<file path="src/hdl/nsr_pkg.sv">
package nsr_pkg;

  // Fixed-point format of the input value
  localparam int FRAC_BITS = 16;
  localparam int VALUE_W   = 32;
  // Magnitude bits of a non-negative input
  localparam int X_W       = VALUE_W - 1;
  // Guess width: integer Newton from above never drops below isqrt(x << FRAC_BITS),
  // so every guess stays at or below max(x, (x + 2^FRAC_BITS) / 2) + 1.
  localparam int GUESS_W   = X_W + 1;
  // Dividend of one step is x << FRAC_BITS
  localparam int DVD_W     = X_W + FRAC_BITS;
  localparam int DIV_CNT_W = $clog2(DVD_W);

  localparam int ROOT_W    = 24;
  localparam int EPS_W     = 31;

  localparam int MAX_STEPS = 32;
  localparam int STEP_W    = $clog2(MAX_STEPS + 1);

  localparam logic [GUESS_W-1:0] ROOT_MAX = GUESS_W'((64'd1 << ROOT_W) - 64'd1);
  localparam logic [X_W-1:0]     ONE_FX   = X_W'(64'd1 << FRAC_BITS);

  // Handshake between control and divider
  typedef struct packed {
    logic start;
  } div_req_t;

  typedef struct packed {
    logic busy;
    logic done;
  } div_sts_t;

endpackage

</file>
<file path="src/hdl/newton_square_root.sv">
// Negative, zero and one inputs go from input transfer straight to the finish state
// and then to the output register; other inputs first run Newton steps, each a start,
// a division over the 47 quotient bits, done and update, at most 32 steps.
// Throughput: one item at a time; a new item is taken once the previous one has
// left the iteration loop, while its result may still wait in the output register.
// Reset (synchronous, rst_n low): loop idle, output empty, epsilon back to 1.
module newton_square_root (
  input  logic        clk,
  input  logic        rst_n,
  // configuration: epsilon in bits 30:0
  input  logic        cfg_valid,
  output logic        cfg_ready,
  input  logic [31:0] cfg_data,
  // input stream
  input  logic        in_tvalid,
  output logic        in_tready,
  input  logic [31:0] in_tdata,   // value[31:0]
  // result stream
  output logic        out_tvalid,
  input  logic        out_tready,
  output logic [23:0] out_tdata,  // root[23:0]
  output logic [1:0]  out_tuser   // invalid[0], hit_limit[1]
);

  localparam logic [1:0] S_IDLE = 2'd0;
  localparam logic [1:0] S_DIV  = 2'd1;
  localparam logic [1:0] S_UPD  = 2'd2;
  localparam logic [1:0] S_FIN  = 2'd3;

  logic [1:0]                     state_r, state_nxt;
  logic [nsr_pkg::EPS_W-1:0]      eps_r;
  logic [nsr_pkg::X_W-1:0]        x_r, x_nxt;
  logic [nsr_pkg::GUESS_W-1:0]    last_r, last_nxt;
  logic [nsr_pkg::GUESS_W-1:0]    next_r, next_nxt;
  logic [nsr_pkg::STEP_W-1:0]     step_r, step_nxt;
  logic                           start_r, start_nxt;
  logic [nsr_pkg::ROOT_W-1:0]     res_root_r, res_root_nxt;
  logic                           res_inv_r, res_inv_nxt;
  logic                           res_lim_r, res_lim_nxt;
  logic                           out_vld_r, out_vld_nxt;
  logic [nsr_pkg::ROOT_W-1:0]     out_root_r;
  logic                           out_inv_r, out_lim_r;

  nsr_pkg::div_req_t              div_req;
  nsr_pkg::div_sts_t              div_sts;
  logic [nsr_pkg::DVD_W-1:0]      quotient;
  logic [nsr_pkg::GUESS_W:0]      sum;
  logic [nsr_pkg::GUESS_W-1:0]    diff;
  logic [nsr_pkg::ROOT_W-1:0]     next_sat;
  logic                           in_xfer;
  logic                           out_free;

  assign div_req.start = start_r;

  nsr_div u_div (
    .clk      (clk),
    .rst_n    (rst_n),
    .req      (div_req),
    .dividend ({x_r, nsr_pkg::FRAC_BITS'(0)}),
    .divisor  (last_r),
    .sts      (div_sts),
    .quotient (quotient)
  );

  // Configuration register
  assign cfg_ready = 1'b1;
  always_ff @(posedge clk) begin
    if (!rst_n) begin
      eps_r <= nsr_pkg::EPS_W'(1);
    end else if (cfg_valid) begin
      eps_r <= cfg_data[nsr_pkg::EPS_W-1:0];
    end
  end

  assign in_tready = (state_r == S_IDLE);
  assign in_xfer   = in_tvalid && in_tready;
  assign out_free  = !out_vld_r || out_tready;

  // Newton update; the quotient is bounded by the guess range, upper bits are zero
  always_comb begin
    sum  = {1'b0, last_r} + {1'b0, quotient[nsr_pkg::GUESS_W-1:0]};
    diff = (last_r > next_r) ? (last_r - next_r) : (next_r - last_r);
    next_sat = (next_r > nsr_pkg::ROOT_MAX) ? nsr_pkg::ROOT_MAX[nsr_pkg::ROOT_W-1:0]
                                            : next_r[nsr_pkg::ROOT_W-1:0];
  end

  // Iteration sequencer
  always_comb begin
    state_nxt    = state_r;
    x_nxt        = x_r;
    last_nxt     = last_r;
    next_nxt     = next_r;
    step_nxt     = step_r;
    start_nxt    = 1'b0;
    res_root_nxt = res_root_r;
    res_inv_nxt  = res_inv_r;
    res_lim_nxt  = res_lim_r;
    out_vld_nxt  = out_vld_r && !out_tready;
    case (state_r)
      S_IDLE: begin
        if (in_xfer) begin
          res_inv_nxt = 1'b0;
          res_lim_nxt = 1'b0;
          if (in_tdata[nsr_pkg::VALUE_W-1]) begin
            // negative: no root
            res_root_nxt = '0;
            res_inv_nxt  = 1'b1;
            state_nxt    = S_FIN;
          end else if ((in_tdata[nsr_pkg::X_W-1:0] == '0) ||
                       (in_tdata[nsr_pkg::X_W-1:0] == nsr_pkg::ONE_FX)) begin
            res_root_nxt = in_tdata[nsr_pkg::ROOT_W-1:0];
            state_nxt    = S_FIN;
          end else begin
            x_nxt     = in_tdata[nsr_pkg::X_W-1:0];
            last_nxt  = {1'b0, in_tdata[nsr_pkg::X_W-1:0]};
            step_nxt  = nsr_pkg::STEP_W'(1);
            start_nxt = 1'b1;
            state_nxt = S_DIV;
          end
        end
      end
      S_DIV: begin
        if (div_sts.done) begin
          next_nxt  = sum[nsr_pkg::GUESS_W:1];
          state_nxt = S_UPD;
        end
      end
      S_UPD: begin
        if (diff <= {1'b0, eps_r}) begin
          res_root_nxt = next_sat;
          state_nxt    = S_FIN;
        end else if (step_r >= nsr_pkg::STEP_W'(nsr_pkg::MAX_STEPS)) begin
          res_root_nxt = next_sat;
          res_lim_nxt  = 1'b1;
          state_nxt    = S_FIN;
        end else begin
          last_nxt  = next_r;
          step_nxt  = step_r + 1'b1;
          start_nxt = 1'b1;
          state_nxt = S_DIV;
        end
      end
      S_FIN: begin
        if (out_free) begin
          out_vld_nxt = 1'b1;
          state_nxt   = S_IDLE;
        end
      end
      default: begin
        state_nxt = S_IDLE;
      end
    endcase
  end

  // Control registers
  always_ff @(posedge clk) begin
    if (!rst_n) begin
      state_r   <= S_IDLE;
      start_r   <= 1'b0;
      out_vld_r <= 1'b0;
    end else begin
      state_r   <= state_nxt;
      start_r   <= start_nxt;
      out_vld_r <= out_vld_nxt;
    end
  end

  // Payload registers
  always_ff @(posedge clk) begin
    x_r        <= x_nxt;
    last_r     <= last_nxt;
    next_r     <= next_nxt;
    step_r     <= step_nxt;
    res_root_r <= res_root_nxt;
    res_inv_r  <= res_inv_nxt;
    res_lim_r  <= res_lim_nxt;
    if ((state_r == S_FIN) && out_free) begin
      out_root_r <= res_root_r;
      out_inv_r  <= res_inv_r;
      out_lim_r  <= res_lim_r;
    end
  end

  assign out_tvalid = out_vld_r;
  assign out_tdata  = out_root_r;
  assign out_tuser  = {out_lim_r, out_inv_r};

  a_inv_root_zero: assert property (@(posedge clk) disable iff (!rst_n)
    (out_vld_r && out_inv_r) |-> (out_root_r == '0) && !out_lim_r)
    else $error("invalid result carries a root or limit flag");

  a_upd_after_div: assert property (@(posedge clk) disable iff (!rst_n)
    (state_r == S_UPD) |-> $past(div_sts.done))
    else $error("update without a finished division");

  a_step_bound: assert property (@(posedge clk) disable iff (!rst_n)
    (state_r == S_DIV) |-> (step_r <= nsr_pkg::STEP_W'(nsr_pkg::MAX_STEPS)))
    else $error("step count beyond cap");

endmodule

</file>
<file path="src/hdl/nsr_div.sv">
// Restoring divider, one quotient bit per cycle.
// The dividend shifts out of the top of quo_r while quotient bits shift in below.
module nsr_div (
  input  logic                         clk,
  input  logic                         rst_n,
  input  nsr_pkg::div_req_t            req,
  input  logic [nsr_pkg::DVD_W-1:0]    dividend,
  input  logic [nsr_pkg::GUESS_W-1:0]  divisor,
  output nsr_pkg::div_sts_t            sts,
  output logic [nsr_pkg::DVD_W-1:0]    quotient
);

  logic [nsr_pkg::GUESS_W-1:0]   rem_r, rem_nxt;
  logic [nsr_pkg::DVD_W-1:0]     quo_r, quo_nxt;
  logic [nsr_pkg::GUESS_W-1:0]   dvs_r;
  logic [nsr_pkg::DIV_CNT_W-1:0] cnt_r, cnt_nxt;
  logic                          busy_r, busy_nxt;
  logic                          done_r, done_nxt;
  logic [nsr_pkg::GUESS_W:0]     trial;
  logic [nsr_pkg::GUESS_W:0]     diff;
  logic                          qbit;

  // One trial subtraction per cycle
  always_comb begin
    trial = {rem_r, quo_r[nsr_pkg::DVD_W-1]};
    diff  = trial - {1'b0, dvs_r};
    qbit  = (trial >= {1'b0, dvs_r});
    rem_nxt = qbit ? diff[nsr_pkg::GUESS_W-1:0] : trial[nsr_pkg::GUESS_W-1:0];
    quo_nxt = {quo_r[nsr_pkg::DVD_W-2:0], qbit};
    cnt_nxt = cnt_r + 1'b1;
    busy_nxt = busy_r;
    done_nxt = 1'b0;
    if (busy_r && (cnt_r == nsr_pkg::DIV_CNT_W'(nsr_pkg::DVD_W - 1))) begin
      busy_nxt = 1'b0;
      done_nxt = 1'b1;
    end
  end

  // Control state
  always_ff @(posedge clk) begin
    if (!rst_n) begin
      busy_r <= 1'b0;
      done_r <= 1'b0;
      cnt_r  <= '0;
    end else if (req.start) begin
      busy_r <= 1'b1;
      done_r <= 1'b0;
      cnt_r  <= '0;
    end else begin
      busy_r <= busy_nxt;
      done_r <= done_nxt;
      if (busy_r) begin
        cnt_r <= cnt_nxt;
      end
    end
  end

  // Datapath; a zero divisor is replaced by one
  always_ff @(posedge clk) begin
    if (req.start) begin
      rem_r <= '0;
      quo_r <= dividend;
      dvs_r <= (divisor == '0) ? nsr_pkg::GUESS_W'(1) : divisor;
    end else if (busy_r) begin
      rem_r <= rem_nxt;
      quo_r <= quo_nxt;
    end
  end

  assign sts.busy = busy_r;
  assign sts.done = done_r;
  assign quotient = quo_r;

  a_done_after_busy: assert property (@(posedge clk) disable iff (!rst_n)
    done_r |-> $past(busy_r))
    else $error("divider done without a preceding shift cycle");

  a_rem_below_dvs: assert property (@(posedge clk) disable iff (!rst_n)
    (busy_r || done_r) |-> (rem_r < dvs_r))
    else $error("partial remainder not below divisor");

  a_no_start_busy: assert property (@(posedge clk) disable iff (!rst_n)
    req.start |-> !busy_r)
    else $error("divider restarted while busy");

endmodule
</file>
<file path="config.mk">
export PLATFORM = sky130hd
export DESIGN_NAME = newton_square_root
export DESIGN_NICKNAME = d
export VERILOG_FILES = /design/src/hdl/nsr_pkg.sv /design/src/hdl/newton_square_root.sv /design/src/hdl/nsr_div.sv
export SDC_FILE = /design/constraint.sdc
export NUM_CORES = 1
export LEC_CHECK = 0
export BUFFER_PORTS_ARGS = -buffer_cell sky130_fd_sc_hd__buf_2
export CORE_MARGIN = 2
export CORE_UTILIZATION = 51
export CTS_BUF_LIST = sky130_fd_sc_hd__clkbuf_8
export DETAILED_ROUTE_END_ITERATION = 6
export PLACE_DENSITY = 0.68
export SYNTH_ARGS = -nofsm -noshare
export SYNTH_HDL_FRONTEND = slang
export SYNTH_SLANG_ARGS = --single-unit
export TNS_END_PERCENT = 5
</file>
<file path="constraint.sdc">
create_clock -name clk -period 13 [get_ports clk]
set_input_delay 0.65 -clock clk [delete_from_list [all_inputs] [get_ports clk]]
set_output_delay 0.65 -clock clk [all_outputs]
set_load 0.05 [all_outputs]
</file>
Word-level counts from Yosys, hierarchy flattened
Index checks and enable logic that the tools add are counted.
{ "totals": {"ff_bits": 307, "output_inout_bits": 29, "word_cells": 119} }
{ "op_classes": {"add_sub_neg": 6, "magnitude_cmp": 5, "eq_ne": 15, "muxes": 47, "bitwise_logic": 3, "reduce_logical": 22} }
{ "ops": {"columns": ["op", "count"], "rows": [
  ["two-way mux 32 bit", 7],
  ["two-way mux 24 bit", 6],
  ["subtractor 32 bit", 3],
  ["two-way mux 47 bit", 2],
  ["one-hot mux 32 bit (2 select lines)", 1],
  ["one-hot mux 24 bit (2 select lines)", 1],
  ["adder 32 x 32 -> 33 bit", 1],
  ["greater-or-equal comparator 33 x 32 -> 1 bit", 1],
  ["greater-than comparator 32 x 24 -> 1 bit (second input constant)", 1],
  ["greater-than comparator 32 bit", 1],
  ["<= comparator 32 x 31 -> 1 bit", 1],
  ["zero test 32 bit", 1],
  ["equality test 31 x 17 -> 1 bit (second input constant)", 1],
  ["zero test 31 bit", 1],
  ["two-way mux 6 bit", 5],
  ["two-way mux 1 bit", 14],
  ["two-way mux 2 bit", 7],
  ["adder 6 x 1 -> 6 bit (second input constant)", 2],
  ["!= test 2 bit (second input constant)", 6],
  ["one-hot mux 6 bit (2 select lines)", 1],
  ["AND reduction 4 bit", 3],
  ["one-hot mux 2 bit (4 select lines)", 1],
  ["equality test 6 bit (second input constant)", 1],
  ["greater-or-equal comparator 6 bit (second input constant)", 1],
  ["16 further kinds", 29]
]} }

Longest topological paths before layout
{ "depth": {"ltp_word": 6, "depth_mapped": 27} }

Modules after synthesis
Synthesis repeated with hierarchy kept, for this count alone.
{ "hier_totals": {"cells_unflattened": 1957, "hier_area_um2": 19573.8} }
{ "by_module_without_submodules": {"columns": ["module", "instances", "cells_per_inst", "area_per_inst_um2"], "rows": [
  ["newton_square_root", 1, 1313, 12836.1],
  ["nsr_div", 1, 644, 6737.7]
]} }

Least setup slack after synthesis
Ideal clock, no wire load.
{ "synth_path": {"kind": "register to register", "start": "reg last_r[0] in the netlist's numbering", "end": "reg res_root_r[0] in the netlist's numbering (enable)", "arrival_time_ns": 6.227, "t_required_ns": 12.562, "slack_ns": 6.334, "stages_incl_launch_ff": 26, "path_buffers": 2, "period_less_slack_ns": 6.666, "cell_sequence": "edfxtp_1 -> inv_1 -> ha_1 -> inv_1 -> fa_1 -> a21oi_1 -> o2111ai_1 -> and2_1 -> a221o_1 -> o21ai_4 -> buf_4 -> buf_4 -> mux2i_1 -> o21ai_0 -> a21oi_1 -> xnor2_1 -> ha_1 -> a21o_1 -> a21o_1 -> a21oi_1 -> nor2_1 -> a211oi_1 -> o21ai_0 -> o21ai_0 -> a21oi_1 -> o21ai_0"} }
{ "synth_via": {"elab_chain_cells": 5, "word_cells_on_any_way": 7, "cone_classes": "add/sub (2); order compare (2); eq/ne (1); mux (1); reduce/logical (1)"} }
{ "synth_lines": {"columns": ["item", "line_no", "rtl"], "rows": [
  ["from (decl)", "newton_square_root.sv:33", "logic [nsr_pkg::GUESS_W-1:0] last_r, last_nxt;"],
  ["from (signal assigned)", "newton_square_root.sv:171", "last_r <= last_nxt;"],
  ["subtractor 32 bit or greater-than comparator 32 bit (tied branches)", "newton_square_root.sv:82", "diff = (last_r > next_r) ? (last_r - next_r) : (next_r - last_r);"],
  ["two-way mux 32 bit (*)", "newton_square_root.sv:82", null],
  ["<= comparator 32 x 31 -> 1 bit (*)", "newton_square_root.sv:129", "if (diff <= {1'b0, eps_r}) begin"],
  ["!= test 3 bit (no source line) (*)", null, null],
  ["AND reduction 4 bit (no source line) (*)", null, null],
  ["to (signal assigned)", "newton_square_root.sv:174", "res_root_r <= res_root_nxt;"],
  ["to (decl)", "newton_square_root.sv:37", "logic [nsr_pkg::ROOT_W-1:0] res_root_r, res_root_nxt;"]
]} }
Mark *: on every way between the ends. The rest lies on a longest branch, timed or not.
A chain may end at the register's enable or synchronous reset.

Worst setup path after layout
{ "layout_path": {"start": "reg last_r[0] in the netlist's numbering", "end": "reg start_r, in the netlist div_req"} }
{ "layout_via": {"elab_chain_cells": 5, "word_cells_on_any_way": 7, "cone_classes": "add/sub (2); order compare (2); mux (3)"} }
{ "layout_lines": {"columns": ["item", "line_no", "rtl"], "rows": [
  ["subtractor 32 bit or greater-than comparator 32 bit (tied branches)", "newton_square_root.sv:82", null],
  ["two-way mux 32 bit (*)", "newton_square_root.sv:82", null],
  ["<= comparator 32 x 31 -> 1 bit (*)", "newton_square_root.sv:129", null],
  ["two-way mux 1 bit (*)", "newton_square_root.sv:129", null],
  ["one-hot mux 1 bit (2 select lines) (*)", "newton_square_root.sv:99", "case (state_r)"],
  ["to (signal assigned)", "newton_square_root.sv:163", "start_r <= start_nxt;"],
  ["to (decl)", "newton_square_root.sv:36", "logic start_r, start_nxt;"]
]} }
Marked as above.

==> flow_summary.ini <==
[clock_tree]
htree_num_levels = 2
clock-sinks = 307
cts-root-buf = clkbuf_8
clockBufferDepth = 3
cts_buffers = 52
path_clk_slew_ps = 60
cts-resized-gates = 0
cts_tree = yes
clock_latency_ps = 620
holdBufCountCts = 0
post_cts_buffers = 0

[timing]
fin_crit_sh_pct = 61.47
final-hold-violation-count = 0
slew_viol_final = 0
fin_tns_setup_ps = 0
fmax_mhz = 125.1
fin_skew_ps = 18.56
min_period_ps = 7992
setup_viol = 0
tightestPinTransition_ps = 1100
rsz0062_at_grt = no
slew_headroom_pct = 26.40

[worst_setup_path]
start_kind = flip-flop
critPathRequiredTime_ps = 13500
cpMaxStageDelayCell = nand3_2
path_class = flip-flop to flip-flop
endpoint_kind = flip-flop
slowest_delay_ps = 760
crit_fanout = 39
crit_chain = inv_1 > ha_1 > inv_1 > fa_1 > a21oi_1 > o2111ai_1 > and2_1 > a221o_1 > o21ai_4 > buf_4 > mux2i_1 > o211a_1 > o41ai_1 > xor2_1 > ha_1 > a2111oi_0 > nand2_1 > nor3_1 > o21ai_0 > o21ai_0 > o32a_1 > nand3_2 > and2_1
worstPathArrival_ps = 8500

[finish]
fin_nets = 2196
layout-drive-gt1-share_pct = 11.02
area_delta_synth_final_pct = 9.238
design_area_sq_um = 20710
fillCellCount = 3252

[synthesis]
synth.distinct_cells = 82
synth_ff_type = edfxtp_1
synth_top_area_share_pct = 34.21
postSynthCellCount = 1913
synth.area.top_cells = edfxtp_1 (34%), ha_1 (11%), dfxtp_1 (9.6%)
synth_nets = 2147
synth_edf_count = 216
yosys_warnings = 0
synth_area_sq_um = 18960
yosys.area.top_type = edfxtp_1
synth_seq_area_share_pct = 43.81
synth_common_cells = edfxtp_1 (216), ha_1 (161), inv_1 (158)
yosysMostFrequentCell = edfxtp_1
synth.avg_cell_area_sq_um = 9.912
synth_seq_cells = 307
async_flop_share_pct = 0

[global_routing]
grt_pass1_vias = 14210
grt_pass1_wl_microns = 77360
grt_max_degree = 87
grt_antenna_before_repair = 1
grt_usage_pct = 25.59
globalRouteOverflowTotal = 0

[placed_design]
numPortBuffers = 95
dpl_cell_area_sq_um = 19680
place.gp.congestion = 0.9190
dp_hpwl_microns = 36410

[run]
max_cap_violations = 0

[floorplan]
die_w_microns = 196.8
dieArea_sq_um = 38740
die_h_microns = 196.8
core_area_sq_um = 36610
ioPinCount = 98
num_rows = 70
initial_utilization_pct = 51.79

[worst_hold_path]
hp-class = input pin to flip-flop

[detailed_routing]
drtPass1Iterations = 5
viasPerCell = 5.876
routed_wl_microns = 49290
drt_iter0_drc = 1001
vias = 14550
postRouteAntennaNets = 0
drc_errors = 0
post_drt_wl_per_cell_microns = 19.91

[power]
vdd_drop_max_mv = 0.08311
p_leak_nw = 8.804
powerDensity_nw_per_um2 = 156.3

[status]
status = completed
-- cells in the final DEF, fill, tap and decap left out, types with 47 or more instances in the layout --
master,Yosys,final
a21o_1,64,64
a21oi_1,117,116
buf_2,10,95
clkbuf_8,0,54
dfxtp_1,91,89
edfxtp_1,216,216
ha_1,161,161
inv_1,158,185
mux2i_1,79,79
nand2_1,126,125
nor2_1,133,130
nor2b_1,48,47
o21ai_0,116,115
xnor2_1,54,54
-- report_power, final --
part | switching (mW) | leakage, nW | internal, mW
combinational | 0.640 | 5.44 | 0.455
sequential | 0.0900 | 2.75 | 1.18
clock | 0.403 | 0.616 | 0.465
-- sequential cells by signal, indices dropped and copies added, names as in the netlist, 2 cells and up --
signal          flops
next_r             32
out_tdata          24
u_div.dvs_r        32
x_r                31
u_div.cnt_r         6
last_r             32
u_div.rem_r        32
res_root_r         24
u_div.quotient     47
step_r              6
state_r             2
eps_r              31
-- layout make-up --
class                      count  area (sq um)  area share (%)
timing repair buffer         110         588.1           2.839
clock buffer                  54         743.2           3.588
antenna                        2         5.005         0.02416
clock inverter                44         287.8           1.389
inverter                     158         593.1           2.863
sequential                   307          8313           40.13
multi-input combinational   1333          9598           46.34
tap                          468         585.6           2.827
-- worst max-delay path, delay by kind of cell (launching register included) --
| family | cells | cell delay (ps) |
|---|---|---|
| adders and majority gates | 3 | 830 |
| xor gates and xnor gates | 1 | 220 |
| buffers and inverters | 3 | 770 |
| and+or+nand+nor | 5 | 1740 |
| AOI/OAI and AO/OA | 10 | 3550 |
| DFF | 1 | 560 |
| muxes | 1 | 190 |
-- routing by layer --
metal | track usage, % | up-vias | wire, microns
li1 | - | 7047 | -
met1 | 34.01 | 6838 | 21840
met2 | 40.85 | 541 | 22220
met3 | 5.270 | 122 | 3156
met4 | 10.67 | 0 | 2070
met5 | 0 | - | 0
-- stage by stage --
stage               hold WS [ps]  power, mW  worst slack (ps)  instances  util [%]
floorplan                  400.3      2.118              6334       1913         -
global placement           404.3      2.343              4883       2376     53.75
detailed placement         404.5      2.371              4946       2376     53.75
CTS                        238.2      3.247              4924       2474     56.57
global route               255.9      3.431              4332       2474     56.57
finish                     272.8      3.237              5008       2476     56.58
-- logic make-up after synthesis --
logic type,after synthesis,synth area share [%]
flops,307,43.81
fa+ha+maj,165,11.05
other cells,1,0.01978
simple gates,478,12.19
mux,86,4.586
xor+xnor,84,3.880
compound gates,519,18.72
buf+inv,273,5.747
-- worst paths after layout --
path	cells past startpoint	startpoint	endpoint	slack [ps]
max	23	last_r[0]	div_req	5010
min	3	cfg_data[0]	eps_r[0]	270
min reg2reg	0	res_root_r[7]	out_tdata[7]	420
max reg2reg	23	last_r[0]	div_req	5010
Note: power is estimated with default switching activity, not from simulation.
